[config.mk]
export PLATFORM = sky130hd
export DESIGN_NAME = hci_uart_packet_deframer_top_flat
export DESIGN_NICKNAME = d
export VERILOG_FILES = /design/src/hcidf_pkg.sv /design/src/hcidf_ifs.sv /design/src/hcidf_core.sv /design/src/hcidf_outq.sv /design/src/hci_uart_packet_deframer_top.sv /design/src/flat_wrapper.sv
export VERILOG_INCLUDE_DIRS = /design/src /design/src/src
export SDC_FILE = /design/constraint.sdc
export NUM_CORES = 1
export LEC_CHECK = 0
export CAP_MARGIN = 10
export CORE_ASPECT_RATIO = 1.1
export CORE_MARGIN = 2
export CORE_UTILIZATION = 59
export DETAILED_ROUTE_END_ITERATION = 6
export DONT_BUFFER_PORTS = 1
export GPL_TIMING_DRIVEN = 0
export PLACE_DENSITY = 0.75
export SLEW_MARGIN = 20
export SYNTH_ARGS = -nofsm -noshare
export SYNTH_HDL_FRONTEND = slang
export SYNTH_SLANG_ARGS = --single-unit
[constraint.sdc]
create_clock -name clk_i -period 15.8 [get_ports clk_i]
set_clock_uncertainty 0.2 [all_clocks]
set_input_delay 2.37 -clock clk_i [delete_from_list [all_inputs] [get_ports clk_i]]
set_output_delay 2.37 -clock clk_i [all_outputs]
set_load 0.005 [all_outputs]
[src/hci_uart_packet_deframer_top_assert.svh]
// Assertion macros for the H4 deframer, used by the output queue module.
// Every macro samples on clk_i and is switched off while rst_ni is low.
`ifndef HCI_UART_PACKET_DEFRAMER_TOP_ASSERT_SVH
`define HCI_UART_PACKET_DEFRAMER_TOP_ASSERT_SVH

// A property that must hold at every clock edge outside reset.
`define HCIDF_ASSERT(label, prop, msg) \
  label: assert property (@(posedge clk_i) disable iff (!rst_ni) (prop)) else $error(msg);

// A consequence that must hold in the cycle after its antecedent.
`define HCIDF_ASSERT_NEXT(label, ante, cons, msg) \
  label: assert property (@(posedge clk_i) disable iff (!rst_ni) \
    (ante) |=> (cons)) else $error(msg);

`endif

[src/hcidf_pkg.sv]
// Types, constants and helper functions for the H4 HCI deframer.
// Used by the core, the output queue and the top level; depends on nothing.
package hcidf_pkg;

  // Packet kind, stored as the type byte minus one.
  typedef enum logic [1:0] {
    KIND_CMD,
    KIND_ACL,
    KIND_SCO,
    KIND_EVT
  } kind_e;

  // Valid range of the type byte.
  localparam logic [7:0] TYPE_FIRST = 8'h01;
  localparam logic [7:0] TYPE_LAST  = 8'h04;

  // Configuration register indexes.
  localparam logic CFG_MAX_PKT_LEN = 1'b0;
  localparam logic CFG_ACL_CHUNK   = 1'b1;

  // Configuration reset values.
  localparam logic [10:0] MAX_PKT_LEN_RST = 11'd1024;
  localparam logic [7:0]  ACL_CHUNK_RST   = 8'd255;

  // One outgoing result.
  typedef struct packed {
    logic [7:0] out_byte;
    logic       channel;
    logic       chunk_end;
    logic       packet_end;
    logic       run_last;
  } result_t;

  // All results caused by one input byte (at most four header bytes).
  typedef struct packed {
    logic [2:0]       count;
    result_t [3:0]    res;
  } group_t;

  // Header length in bytes for each packet kind.
  function automatic logic [2:0] hdr_len(input kind_e kind);
    logic [2:0] len;
    unique case (kind)
      KIND_CMD: len = 3'd3;
      KIND_ACL: len = 3'd4;
      KIND_SCO: len = 3'd3;
      KIND_EVT: len = 3'd2;
      default:  len = 3'd2;
    endcase
    return len;
  endfunction

endpackage

[src/hcidf_ifs.sv]
// Valid/ready channel interfaces for the H4 deframer: byte input and result output.
// Standalone; no package needed.
interface hcidf_in_if;
  logic       valid;
  logic       ready;
  logic [7:0] rx_byte;
  logic       read_last;

  modport source (output valid, output rx_byte, output read_last, input ready);
  modport sink   (input valid, input rx_byte, input read_last, output ready);
endinterface

interface hcidf_out_if;
  logic       valid;
  logic       ready;
  logic [7:0] out_byte;
  logic       channel;
  logic       chunk_end;
  logic       packet_end;
  logic       run_last;

  modport source (output valid, output out_byte, output channel, output chunk_end,
                  output packet_end, output run_last, input ready);
  modport sink   (input valid, input out_byte, input channel, input chunk_end,
                  input packet_end, input run_last, output ready);
endinterface

[src/hcidf_core.sv]
// Deframer core: per-byte framing state, configuration registers and result building.
// Depends on hcidf_pkg; feeds the result group of each accepted byte that yields results to the output queue.
module hcidf_core
  import hcidf_pkg::*;
(
  input  logic        clk_i,
  input  logic        rst_ni,
  input  logic        cfg_we_i,
  input  logic        cfg_idx_i,
  input  logic [10:0] cfg_data_i,
  input  logic        accept_i,
  input  logic [7:0]  rx_byte_i,
  input  logic        read_last_i,
  output logic        push_o,
  output group_t      grp_o
);

  logic [10:0] max_len_q;
  logic [7:0]  chunk_size_q;
  logic [7:0]  hs_q [4];
  logic [2:0]  count_q, count_d;
  kind_e       kind_q, kind_d;
  logic        in_payload_q, in_payload_d;
  logic [10:0] left_q, left_d;
  logic [7:0]  fill_q, fill_d;
  logic        discard_q, discard_d;

  logic [7:0]  fill;
  logic [8:0]  cs;
  logic [15:0] len;
  logic [16:0] total;
  logic [10:0] left;
  logic [2:0]  hl;
  logic [1:0]  pos;
  logic        fwd, is_acl, done, pend, hs_we;
  group_t      grp;

  // One ACL submission step: returns {chunk end, new fill count}.
  function automatic logic [8:0] chunk_step(input logic [7:0] cur, input logic [7:0] size,
                                            input logic acl, input logic pkt_end);
    logic [7:0] nf;
    logic       ce;
    nf = cur;
    ce = pkt_end;
    if (acl) begin
      nf = cur + 8'd1;
      if (nf == size) ce = 1'b1;
      if (ce) nf = '0;
    end
    return {ce, nf};
  endfunction

  assign hl     = hdr_len(kind_q);
  assign fwd    = (kind_q == KIND_CMD) || (kind_q == KIND_ACL);
  assign is_acl = (kind_q == KIND_ACL);
  assign pos    = 2'(count_q - 3'd1);

  // Length from the header, with the byte now arriving as its last entry.
  assign len   = is_acl ? {rx_byte_i, hs_q[2]} : {8'd0, rx_byte_i};
  assign total = 17'd1 + {14'd0, hl} + {1'b0, len};

  // Framing state update and result construction for one byte.
  always_comb begin
    count_d      = count_q;
    kind_d       = kind_q;
    in_payload_d = in_payload_q;
    left_d       = left_q;
    fill_d       = fill_q;
    discard_d    = discard_q;
    grp          = '0;
    fill         = fill_q;
    cs           = '0;
    left         = left_q;
    done         = 1'b0;
    pend         = 1'b0;
    hs_we        = 1'b0;
    if (accept_i) begin
      if (discard_q) begin
        if (read_last_i) discard_d = 1'b0;
      end else if (in_payload_q) begin
        left   = left_q - {10'd0, (left_q != 11'd0)};
        left_d = left;
        done   = (left == 11'd0);
        if (fwd) begin
          cs     = chunk_step(fill_q, chunk_size_q, is_acl, done);
          fill_d = cs[7:0];
          grp.count = 3'd1;
          grp.res[0] = '{out_byte: rx_byte_i, channel: is_acl, chunk_end: cs[8],
                         packet_end: done, run_last: 1'b1};
        end
        if (done) begin
          in_payload_d = 1'b0;
          count_d      = '0;
        end
      end else if (count_q == 3'd0) begin
        if (rx_byte_i >= TYPE_FIRST && rx_byte_i <= TYPE_LAST) begin
          kind_d  = kind_e'(2'(rx_byte_i[1:0] - 2'd1));
          count_d = 3'd1;
        end else begin
          count_d      = '0;
          in_payload_d = 1'b0;
          left_d       = '0;
          discard_d    = !read_last_i;
        end
      end else begin
        hs_we   = 1'b1;
        count_d = count_q + 3'd1;
        if (count_q == hl) begin
          if (total > {6'd0, max_len_q}) begin
            // Oversized packet: drop the header and resync.
            count_d      = '0;
            in_payload_d = 1'b0;
            left_d       = '0;
            discard_d    = !read_last_i;
          end else begin
            if (fwd) begin
              grp.count = hl;
              for (int i = 0; i < 4; i++) begin
                if (3'(i) < hl) begin
                  pend = (3'(i) == hl - 3'd1) && (len == 16'd0);
                  cs   = chunk_step(fill, chunk_size_q, is_acl, pend);
                  fill = cs[7:0];
                  grp.res[2'(i)] = '{
                    out_byte:   (3'(i) == hl - 3'd1) ? rx_byte_i : hs_q[2'(i)],
                    channel:    is_acl,
                    chunk_end:  cs[8],
                    packet_end: pend,
                    run_last:   (3'(i) == hl - 3'd1)};
                end
              end
              fill_d = fill;
            end
            if (len == 16'd0) begin
              count_d = '0;
            end else begin
              left_d       = len[10:0];
              in_payload_d = 1'b1;
            end
          end
        end
      end
    end
  end

  assign push_o = accept_i && (grp.count != 3'd0);
  assign grp_o  = grp;

  // Control state and configuration registers.
  always_ff @(posedge clk_i or negedge rst_ni) begin
    if (!rst_ni) begin
      max_len_q    <= MAX_PKT_LEN_RST;
      chunk_size_q <= ACL_CHUNK_RST;
      count_q      <= '0;
      kind_q       <= KIND_CMD;
      in_payload_q <= 1'b0;
      left_q       <= '0;
      fill_q       <= '0;
      discard_q    <= 1'b0;
    end else begin
      if (cfg_we_i) begin
        unique case (cfg_idx_i)
          CFG_MAX_PKT_LEN: max_len_q    <= cfg_data_i;
          CFG_ACL_CHUNK:   chunk_size_q <= cfg_data_i[7:0];
          default:         max_len_q    <= max_len_q;
        endcase
      end
      count_q      <= count_d;
      kind_q       <= kind_d;
      in_payload_q <= in_payload_d;
      left_q       <= left_d;
      fill_q       <= fill_d;
      discard_q    <= discard_d;
    end
  end

  // Header byte store; an entry is read only after it was written for this packet.
  always_ff @(posedge clk_i) begin
    if (hs_we) hs_q[pos] <= rx_byte_i;
  end

endmodule

[src/hcidf_outq.sv]
// Output group register: holds the results of one byte and hands them out one per cycle while tx_o is ready.
// Depends on hcidf_pkg, the channel interfaces and the assertion macro header.
`include "hci_uart_packet_deframer_top_assert.svh"

module hcidf_outq
  import hcidf_pkg::*;
(
  input  logic        clk_i,
  input  logic        rst_ni,
  input  logic        push_i,
  input  group_t      grp_i,
  output logic        take_o,
  hcidf_out_if.source tx_o
);

  group_t     grp_q;
  logic [2:0] cnt_q, cnt_d;
  logic [1:0] ptr_q, ptr_d;
  logic       pop;
  result_t    cur;

  assign cur = grp_q.res[ptr_q];
  assign pop = tx_o.valid && tx_o.ready;

  // A new group may enter once the current one is gone or its last result leaves now.
  assign take_o = (cnt_q == 3'd0) || ((cnt_q == 3'd1) && tx_o.ready);

  assign tx_o.valid      = (cnt_q != 3'd0);
  assign tx_o.out_byte   = cur.out_byte;
  assign tx_o.channel    = cur.channel;
  assign tx_o.chunk_end  = cur.chunk_end;
  assign tx_o.packet_end = cur.packet_end;
  assign tx_o.run_last   = cur.run_last;

  // Count and read pointer: advance on each transfer, reload on a new group.
  always_comb begin
    cnt_d = cnt_q;
    ptr_d = ptr_q;
    if (pop) begin
      cnt_d = cnt_q - 3'd1;
      ptr_d = ptr_q + 2'd1;
    end
    if (push_i) begin
      cnt_d = grp_i.count;
      ptr_d = '0;
    end
  end

  always_ff @(posedge clk_i or negedge rst_ni) begin
    if (!rst_ni) begin
      cnt_q <= '0;
      ptr_q <= '0;
    end else begin
      cnt_q <= cnt_d;
      ptr_q <= ptr_d;
    end
  end

  // Result payload.
  always_ff @(posedge clk_i) begin
    if (push_i) grp_q <= grp_i;
  end

  // The pointer never runs past the results of the held group.
  `HCIDF_ASSERT(a_ptr_in_group, ({2'b0, ptr_q} + {1'b0, cnt_q}) <= 4'd4, "pointer past group")
  // A pushed group is shown in full from its first result.
  `HCIDF_ASSERT_NEXT(a_push_loads, push_i, (cnt_q == $past(grp_i.count)) && (ptr_q == 2'd0), "group not loaded")
  // The final result of a group closes the run of its input byte.
  `HCIDF_ASSERT(a_last_run, (tx_o.valid && cnt_q == 3'd1) |-> cur.run_last, "run_last missing")

endmodule

[src/hci_uart_packet_deframer_top.sv]
// H4 HCI packet deframer, top level.
// Channels: rx_i takes one serial byte per transfer (rx_byte, read_last); tx_o
// gives one forwarded byte per transfer with its channel (0 command, 1 ACL),
// chunk_end, packet_end and run_last, which marks the last result of a byte.
// Configuration: cfg_we_i writes cfg_data_i to register cfg_idx_i
// (0 max_packet_len, 1 acl_chunk_size) at the clock edge; write only when idle.
// Output: the first result of a byte appears in the cycle after its transfer.
// Flow: the byte that completes a command or ACL header releases all of its header
// bytes (three or four) as results, which the single output register hands out
// one at a time; rx_i takes a new byte only when the last of them transfers.
// Payload bytes stream at one byte per cycle while tx_o is ready.
// Reset: rst_ni (asynchronous, active low) returns the framer to idle with
// no partial packet, clears discard mode and loads the configuration defaults.
// Stall: while tx_o is not ready, results are held, and rx_i.ready stays low
// unless the output register is empty or its last result transfers this cycle.
// Depends on hcidf_pkg, hcidf_ifs, hcidf_core and hcidf_outq.
module hci_uart_packet_deframer_top
  import hcidf_pkg::*;
(
  input  logic        clk_i,
  input  logic        rst_ni,
  input  logic        cfg_we_i,
  input  logic        cfg_idx_i,
  input  logic [10:0] cfg_data_i,
  hcidf_in_if.sink    rx_i,
  hcidf_out_if.source tx_o
);

  logic   take;
  logic   accept;
  logic   push;
  group_t grp;

  // Input transfer.
  assign rx_i.ready = take;
  assign accept     = rx_i.valid && take;

  hcidf_core u_core (
    .clk_i       (clk_i),
    .rst_ni      (rst_ni),
    .cfg_we_i    (cfg_we_i),
    .cfg_idx_i   (cfg_idx_i),
    .cfg_data_i  (cfg_data_i),
    .accept_i    (accept),
    .rx_byte_i   (rx_i.rx_byte),
    .read_last_i (rx_i.read_last),
    .push_o      (push),
    .grp_o       (grp)
  );

  hcidf_outq u_outq (
    .clk_i  (clk_i),
    .rst_ni (rst_ni),
    .push_i (push),
    .grp_i  (grp),
    .take_o (take),
    .tx_o   (tx_o)
  );

endmodule
[src/flat_wrapper.sv]
// flat-port wrapper written by rule: the top's interface ports become plain ports
module hci_uart_packet_deframer_top_flat import hcidf_pkg::*;
  (clk_i, rst_ni, cfg_we_i, cfg_idx_i, cfg_data_i, rx_i_valid, rx_i_rx_byte, rx_i_read_last, rx_i_ready, tx_o_valid, tx_o_out_byte, tx_o_channel, tx_o_chunk_end, tx_o_packet_end, tx_o_run_last, tx_o_ready);
  hcidf_in_if rx_i_i ();
  hcidf_out_if tx_o_i ();
  input  logic clk_i;
  input  logic rst_ni;
  input  logic cfg_we_i;
  input  logic cfg_idx_i;
  input  logic [10:0] cfg_data_i;
  input wire logic [$bits(rx_i_i.valid)-1:0] rx_i_valid;
  input wire logic [$bits(rx_i_i.rx_byte)-1:0] rx_i_rx_byte;
  input wire logic [$bits(rx_i_i.read_last)-1:0] rx_i_read_last;
  output wire logic [$bits(rx_i_i.ready)-1:0] rx_i_ready;
  output wire logic [$bits(tx_o_i.valid)-1:0] tx_o_valid;
  output wire logic [$bits(tx_o_i.out_byte)-1:0] tx_o_out_byte;
  output wire logic [$bits(tx_o_i.channel)-1:0] tx_o_channel;
  output wire logic [$bits(tx_o_i.chunk_end)-1:0] tx_o_chunk_end;
  output wire logic [$bits(tx_o_i.packet_end)-1:0] tx_o_packet_end;
  output wire logic [$bits(tx_o_i.run_last)-1:0] tx_o_run_last;
  input wire logic [$bits(tx_o_i.ready)-1:0] tx_o_ready;
  assign rx_i_i.valid = rx_i_valid;
  assign rx_i_i.rx_byte = rx_i_rx_byte;
  assign rx_i_i.read_last = rx_i_read_last;
  assign rx_i_ready = rx_i_i.ready;
  assign tx_o_valid = tx_o_i.valid;
  assign tx_o_out_byte = tx_o_i.out_byte;
  assign tx_o_channel = tx_o_i.channel;
  assign tx_o_chunk_end = tx_o_i.chunk_end;
  assign tx_o_packet_end = tx_o_i.packet_end;
  assign tx_o_run_last = tx_o_i.run_last;
  assign tx_o_i.ready = tx_o_ready;
  hci_uart_packet_deframer_top u_core (.clk_i(clk_i), .rst_ni(rst_ni), .cfg_we_i(cfg_we_i), .cfg_idx_i(cfg_idx_i), .cfg_data_i(cfg_data_i), .rx_i(rx_i_i), .tx_o(tx_o_i));
endmodule
==> results of run 1 <==
## flip-flops by register name (all words and copies together), names as in the netlist, 2 cells and up
name / flops
u_core.u_outq.cnt_q: 3
u_core.u_core.left_q: 11
u_core.u_core.chunk_size_q: 8
u_core.u_outq.grp_q: 24
u_core.u_core.hs_q: 24
u_core.u_core.kind_q: 2
u_core.u_core.count_q: 3
u_core.u_core.max_len_q: 11
u_core.u_outq.ptr_q: 2
u_core.u_core.fill_q: 8
## cell usage in the layout, fill, tap and decap left out, types with 5 or more instances in the layout
master / instances
nor3_1: 34
or3_1: 13
o31ai_1: 11
mux2_2: 11
o21ai_0: 56
clkbuf_16: 9
o21a_1: 14
xnor2_1: 40
mux2i_1: 26
ha_1: 31
dfrtp_1: 41
nor2b_1: 12
buf_1: 6
and3_1: 12
a31o_2: 5
nand4_1: 13
nor3b_1: 6
a211oi_1: 8
nor2_1: 76
clkbuf_1: 31
a21oi_1: 49
inv_1: 41
dfstp_2: 9
xor2_1: 16
buf_2: 14
a21o_1: 8
nand2b_1: 11
edfxtp_1: 48
a31oi_1: 15
a22o_1: 8
o211ai_1: 7
and2_1: 17
nand2_1: 69
nor4_1: 6
o211a_1: 5
nand3_1: 24
## area by class of cell
class	instances	area [um2]
Clock inverter	7	92.59
Multi-Input combinational cell	722	5045
Clock buffer	9	225.2
Inverter	44	165.2
Tap cell	188	235.2
Fill cell	1195	4942
Sequential cell	98	2704
Buffer	58	272.8
## routing by layer
layer	part of all wire (%)	GRT usage, %	vias to the layer above
met1	42	43.66	3461
met5	0	0	-
met2	45	48.81	415
met3	9.8	6.594	84
li1	-	-	3436
met4	3.6	12.68	0
## worst paths after layout
kind	endpoint	from	depth (start not counted)	slack (ns)
min in group asynchronous	u_core.u_core.left_q[4]	rst_ni	0	1.50
max in group asynchronous	u_core.u_core.chunk_size_q[2]	rst_ni	0	13.72
min	u_core.u_outq.cnt_q[1]	u_core.u_outq.cnt_q[1]	2	0.32
max	u_core.u_core.fill_q[3]	u_core.u_core.fill_q[1]	42	4.97
min reg2reg	u_core.u_outq.cnt_q[1]	u_core.u_outq.cnt_q[1]	2	0.32
max reg2reg	u_core.u_core.fill_q[3]	u_core.u_core.fill_q[1]	42	4.97
## critical path, delay by kind of cell, from the launching register on
kind / cells / cell delay, ns
AOI/OAI and AO/OA: 18 / 4.75
and+or+nand+nor: 10 / 1.76
buffers and inverters: 8 / 2.03
adders and majority gates: 4 / 0.94
xor gates and xnor gates: 2 / 0.44
DFF: 1 / 0.56
## where the power goes
part / leakage [nW] / switching (mW) / internal (mW)
Combinational: 2.17 / 0.172 / 0.105
Clock: 0.156 / 0.109 / 0.128
Sequential: 1.00 / 0.0289 / 0.308
Total: 3.33 / 0.310 / 0.540
## through the flow
stage                     instances  instance area (um2)
after global routing           1126                 8740
after detailed placement       1110                 8417
final                          1126                 8740
after floorplan                 922                 8175
after global placement         1110                 8411
after CTS                      1126                 8735
## cell families (layout without fill, tap and decap cells)
family	after synthesis	count (layout)	synth area share, %
multiplexers	37	37	4.701
buffers and inverters	102	118	5.359
XOR/XNOR	60	60	7.028
AND/OR/NAND/NOR	327	327	20.87
adder cells (fa/ha/maj)	32	32	4.992
flip-flops	98	98	33.09
AO/OA/AOI/OAI	264	264	23.92
other	1	2	0.04589
==> key figures, run 1 <==
Outcome
  • Run status: finished, violations left
  • Violations in the final reports: DRC

CTS
  • Latest clock arrival within the worst-skew pair: ~0.36 ns
  • Hold Buf Count CTS: 0
  • Post-CTS setup buffers: 0
  • Post-cts repair resize count: 0
  • H-tree depth: 3
  • CTS tree: done
  • CTS Root Buffer Type: clkbuf_16
  • Clk slew on worst S/H paths: 0.08 ns
  • Clock buffer count from CTS: 9
  • Clock sink total: between 90 and 100
  • CTS max path bufs: 2

Worst setup path
  • Startpoint kind of the worst setup timing path: flop
  • Crit path kind: flop to flop
  • Critical Path End Type: flop
  • Arrival @ worst endpoint: about 11 ns
  • Delay of the slowest cell on the worst path: between 0.5 and 0.6 ns
  • Slowest stage cell on the critical path: dfrtp_1
  • Crit path max fanout: 10
  • Critical Path RT: ~16 ns
  • Cell mode on critical path: clkbuf_1

Layout
  • Count of nets after finishing: 991
  • Synth-to-Final Area Change: 6.951%
  • Finished Core Util: 63.88%
  • N_diodes: 0
  • Fraction of layout instances using a drive strength above 1: a little over a tenth

Logic synthesis
  • Most frequent cell after synthesis: nor2_1
  • Synth top cells by count: nor2_1 (76), nand2_1 (69), o21ai_0 (56)
  • Post-synthesis instance area: between 8000 and 9000 um2
  • Netlist cell types: 100
  • Share of flip-flops with an asynchronous set or reset: 51.02%
  • Synth top area share: roughly 18%
  • Gate count of the mapped netlist: 921
  • Dominant synthesized flop cell: edfxtp_1
  • Syn Area/Cell: 8.873 um2
  • Total of flip-flops plus latches after synthesis: about 100
  • Top post-synthesis cells by area: edfxtp_1 (18%), dfrtp_1 (13%), ha_1 (4.7%)
  • Post-synth EDFFs: 48
  • Yosys warning total: 0
  • Post-synthesis cell type with the largest combined area: edfxtp_1
  • Sequential area share after synthesis: 33.09%

STA
  • Worst hold slack: between 0.3 and 0.4 ns
  • Time the worst path needs with I/O delays and setup: 10.83 ns
  • Worst rel slew slack: between 30% and 40%
  • RSZ-0062 raised after global routing: no
  • Hold Violations, Final: 0
  • F_max: ~92 MHz
  • Fin worst setup slack: approximately 5.0 ns
  • Final setup violation count: 0
  • Slew Limit Fails: 0
  • Measured slew at the worst slew-check pin: ~0.97 ns
  • Share of the clock period used by the worst path after layout: between 60 and 70%
  • Post-route setup TNS: 0 ns

Job
  • Number of maximum-capacitance constraint violations: 0

Route
  • DR vias: 7396
  • Wire length per cell after detailed routing: a little over 20 um
  • Wire length after detailed routing: 22940 um
  • Number of iterations in the first detailed-routing pass: 7
  • Number of nets with antenna violations after routing: 0
  • Number of design rule violations left after detail routing: 12
  • Vias per cell: between 6 and 7
  • DRT iter0 DRCs: around 800

Placed design
  • Worst slack, placed: 5.404 ns
  • Detailed placer's ending HPWL: approximately 17000 um
  • Input/output buffers: 0
  • GPL Wtd Cong: 1.012

Floorplan
  • Effective utilization at floorplan: approximately 60%
  • Die H: between 100 and 150 um
  • Number of I/O pins: 40
  • Placeable core region: ~14000 um2
  • Die X: approximately 120 um
  • Total number of placement rows: 45
  • Die Outline Area: approximately 15000 um2

Pwr
  • Leakage power: about 3.3 nW
  • Post-layout total power: ~0.85 mW
  • Total power density per cell area: approximately 97 nW/um2
  • Worst IR drop on VDD: slightly below 80 uV

Global route
  • Remaining global-route overflow: 0
  • Pin count of the biggest net entering global routing: between 50 and 60
  • Global-route wire length before repair: about 36000 um
  • Overall track demand over capacity in global routing: around a third
  • Number of antenna violations at the first check in global routing: 0
  • Number of global-route vias before repair: ~6700

Min path
  • Hold Path Class: flop to flop
Power figures use the tool's default switching activity.
==> run 2, diff against run 1 <==
Settings changed: ABC_AREA from default to 1, PLACE_DENSITY 0.75 to 0.78.
Clock period 15.8 ns to 9 ns, I/O delays scaled along.
==> run 2 against run 1 <==
  * The run now ends clean
  * Combinational power grew to 3.5 times the previous value
  * Critical path depth is 9 lower
  * Via count is 12% lower
  * Highest routed layer unchanged
  * Largest cell class unchanged
  * Critical endpoint is now u_core.u_outq.cnt_q[1]
==> key figures, run 2 <==
Outcome
  • Run status: complete, no violations

Route
  • Wire length after detailed routing: 17980 um
  • Number of design rule violations left after detail routing: 0
  • Vias per cell: 5.584
  • Wire length per cell after detailed routing: approximately 15 um
  • DR vias: between 6000 and 7000
  • Number of iterations in the first detailed-routing pass: 5
  • Number of nets with antenna violations after routing: 0
  • DRT iter0 DRCs: around 770

CTS
  • Clock buffer count from CTS: 9
  • Post-CTS setup buffers: 0
  • H-tree depth: 3
  • Post-cts repair resize count: 0
  • CTS Root Buffer Type: clkbuf_16
  • CTS max path bufs: 2
  • Hold Buf Count CTS: 0
  • Clock sink total: between 90 and 100
  • Latest clock arrival within the worst-skew pair: 0.36 ns
  • Clk slew on worst S/H paths: about 0.080 ns
  • CTS tree: done

Floorplan
  • Die X: 110.2 um
  • Effective utilization at floorplan: 60.51%
  • Die Outline Area: around 13000 um2
  • Number of I/O pins: 40
  • Total number of placement rows: 42
  • Die H: about 120 um
  • Placeable core region: between 10000 and 15000 um2

Logic synthesis
  • Gate count of the mapped netlist: approximately 1000
  • Post-synthesis cell type with the largest combined area: edfxtp_1
  • Synth top area share: between 10% and 20%
  • Sequential area share after synthesis: a little under two fifths
  • Yosys warning total: 0
  • Post-synthesis instance area: between 7000 and 8000 um2
  • Synth top cells by count: nand2_1 (242), inv_1 (135), nand3_1 (99)
  • Dominant synthesized flop cell: edfxtp_1
  • Total of flip-flops plus latches after synthesis: 98
  • Top post-synthesis cells by area: edfxtp_1 (20%), dfrtp_1 (14%), nand2_1 (12%)
  • Post-synth EDFFs: 48
  • Most frequent cell after synthesis: nand2_1
  • Share of flip-flops with an asynchronous set or reset: between 50% and 60%
  • Syn Area/Cell: around 7.3 um2
  • Netlist cell types: 46

Min path
  • Hold Path Class: flop to flop

Placed design
  • Cell Count Post-Placement: approximately 1200
  • Detailed placer's ending HPWL: around 14000 um
  • Input/output buffers: 0
  • GPL Wtd Cong: ~0.94
  • Total cell area at the placement stage: between 7000 and 8000 um2

Layout
  • Most common cell after layout, fill and taps aside: nand2_1
  • Area of all placed cells without fillers: between 7000 and 8000 um2
  • Fill cell count: between 1000 and 1500
  • N_diodes: 0
  • Post-route insts no fill: 1170
  • Commonest non-fill, non-tap cells in the layout: nand2_1 (242), inv_1 (135), nand3_1 (99), nor2_1 (95), a21oi_1 (50)
  • Count of nets after finishing: between 1000 and 1500
  • Leading registers by flop count: u_core.u_core.hs_q (24), u_core.u_outq.grp_q (24)
  • Synth-to-Final Area Change: 7.169%
  • Fraction of layout instances using a drive strength above 1: around 11%

Worst setup path
  • Cell mode on critical path: nand2_1
  • Crit path kind: flop to flop
  • Delay of the slowest cell on the worst path: slightly below 0.6 ns
  • Critical Path End Type: flop
  • Startpoint kind of the worst setup timing path: flop
  • Critical Path RT: a little over 9 ns
  • Arrival @ worst endpoint: ~7.5 ns
  • Crit path max fanout: 29
  • Slowest stage cell on the critical path: nor2_4

STA
  • Final setup violation count: 0
  • Worst rel slew slack: between 20% and 30%
  • Worst hold slack: about 0.29 ns
  • Share of the clock period used by the worst path after layout: between 80 and 90%
  • RSZ-0062 raised after global routing: no
  • Hold Violations, Final: 0
  • Measured slew at the worst slew-check pin: 1.115 ns
  • Slew Limit Fails: 0
  • Post-route setup TNS: 0 ns
  • Time the worst path needs with I/O delays and setup: around 7.4 ns
  • F_max: approximately 130 MHz

Global route
  • M1 GR Usage: around two fifths
  • Most utilized layer in the global route result: met2
  • Number of antenna violations at the first check in global routing: 0
  • Global routing met2 resource utilization: between 40% and 50%
  • Remaining global-route overflow: 0
  • GR Layer Usage met3: under 10%
  • Overall track demand over capacity in global routing: between 20 and 30%
  • Pin count of the biggest net entering global routing: 51
  • Global-route wire length before repair: roughly 30000 um
  • Number of global-route vias before repair: 6068

Pwr
  • Post-layout total power: 2.032 mW
  • Total power density per cell area: around 260 nW/um2
  • Leakage power: between 3 and 4 nW
  • Worst IR drop on VDD: 140.6 uV

Job
  • Number of maximum-capacitance constraint violations: 0
## run 2: cell count changes in the layout (fill, tap and decap cells not counted), sizes merged, moves of 13 or more
| cell | previous run | this run |
|---|---|---|
| or3 | 13 | 0 |
| nor3 | 37 | 15 |
| and3 | 13 | 0 |
| nand2 | 71 | 264 |
| mux2i | 26 | 0 |
| buf | 26 | 7 |
| and2 | 18 | 0 |
| nor2 | 77 | 121 |
| clkbuf | 41 | 24 |
| xnor2 | 41 | 11 |
| inv | 48 | 148 |
| nand3 | 24 | 108 |
| o21a | 15 | 2 |
## run 2: cell families (layout without fill, tap and decap cells)
group / count (synthesis) / in the layout / share of synthesized area, %
XOR/XNOR: 28 / 28 / 3.353
buffers and inverters: 168 / 184 / 8.725
multiplexers: 4 / 4 / 0.6159
AND/OR/NAND/NOR: 530 / 530 / 33.65
other: 1 / 2 / 0.05128
AO/OA/AOI/OAI: 138 / 138 / 11.05
adder cells (fa/ha/maj): 32 / 32 / 5.577
flip-flops: 98 / 98 / 36.97
## run 2: power breakdown
part | internal (mW) | switching, mW
Combinational | 0.318 | 0.643
Clock | 0.224 | 0.190
Sequential | 0.571 | 0.0849
## run 2: worst max-delay path: cells and delay by family, from the launching register on
kind	cells	cell delay, ns
AOI/OAI and AO/OA	4	0.57
xor gates and xnor gates	1	0.12
adders and majority gates	2	0.52
buffers and inverters	11	2.75
DFF	1	0.50
and+or+nand+nor	15	2.59
## run 2: metrics by stage
stage / utilization [%] / setup WS, ns
floorplan: - / 2.501
global placement: 62.13 / 0.7709
detailed placement: 62.19 / 1.766
CTS: 64.84 / 1.678
global route: 64.84 / 0.7929
finish: 64.84 / 1.585
## run 2: path summary, 6_finish.rpt
| path | start | end | slack, ns | cells after the start |
|---|---|---|---|---|
| worst max-delay path | u_core.u_core.kind_q[0] | u_core.u_outq.cnt_q[1] | 1.59 | 33 |
| worst max register to register | u_core.u_core.kind_q[0] | u_core.u_outq.cnt_q[1] | 1.59 | 33 |
| worst min register to register | u_core.u_core.max_len_q[6] | u_core.u_core.max_len_q[6] | 0.29 | 2 |
| worst min-delay path | u_core.u_core.max_len_q[6] | u_core.u_core.max_len_q[6] | 0.29 | 2 |
| min in group asynchronous | rst_ni | u_core.u_outq.ptr_q[1] | 0.48 | 0 |
| max in group asynchronous | rst_ni | u_core.u_core.chunk_size_q[5] | 7.92 | 0 |
## run 2: final cells by class
class	instances	area [um2]	share of cell area, %
well taps	154	192.7	2.458
flip-flops and latches	98	2704	34.50
clock inverters	7	95.09	1.213
multi-input cells	734	3983	50.81
plain buffers	22	90.09	1.149
inverters	146	548.0	6.992
clock buffers	9	225.2	2.874
## run 2: layer usage
layer / vias to the layer above / share of wire, % / wire [um]
met5: - / 0 / 0
met4: 0 / 1.0 / 187
met3: 23 / 6.6 / 1182
met2: 240 / 47 / 8385
met1: 2971 / 46 / 8227
li1: 3299 / - / -
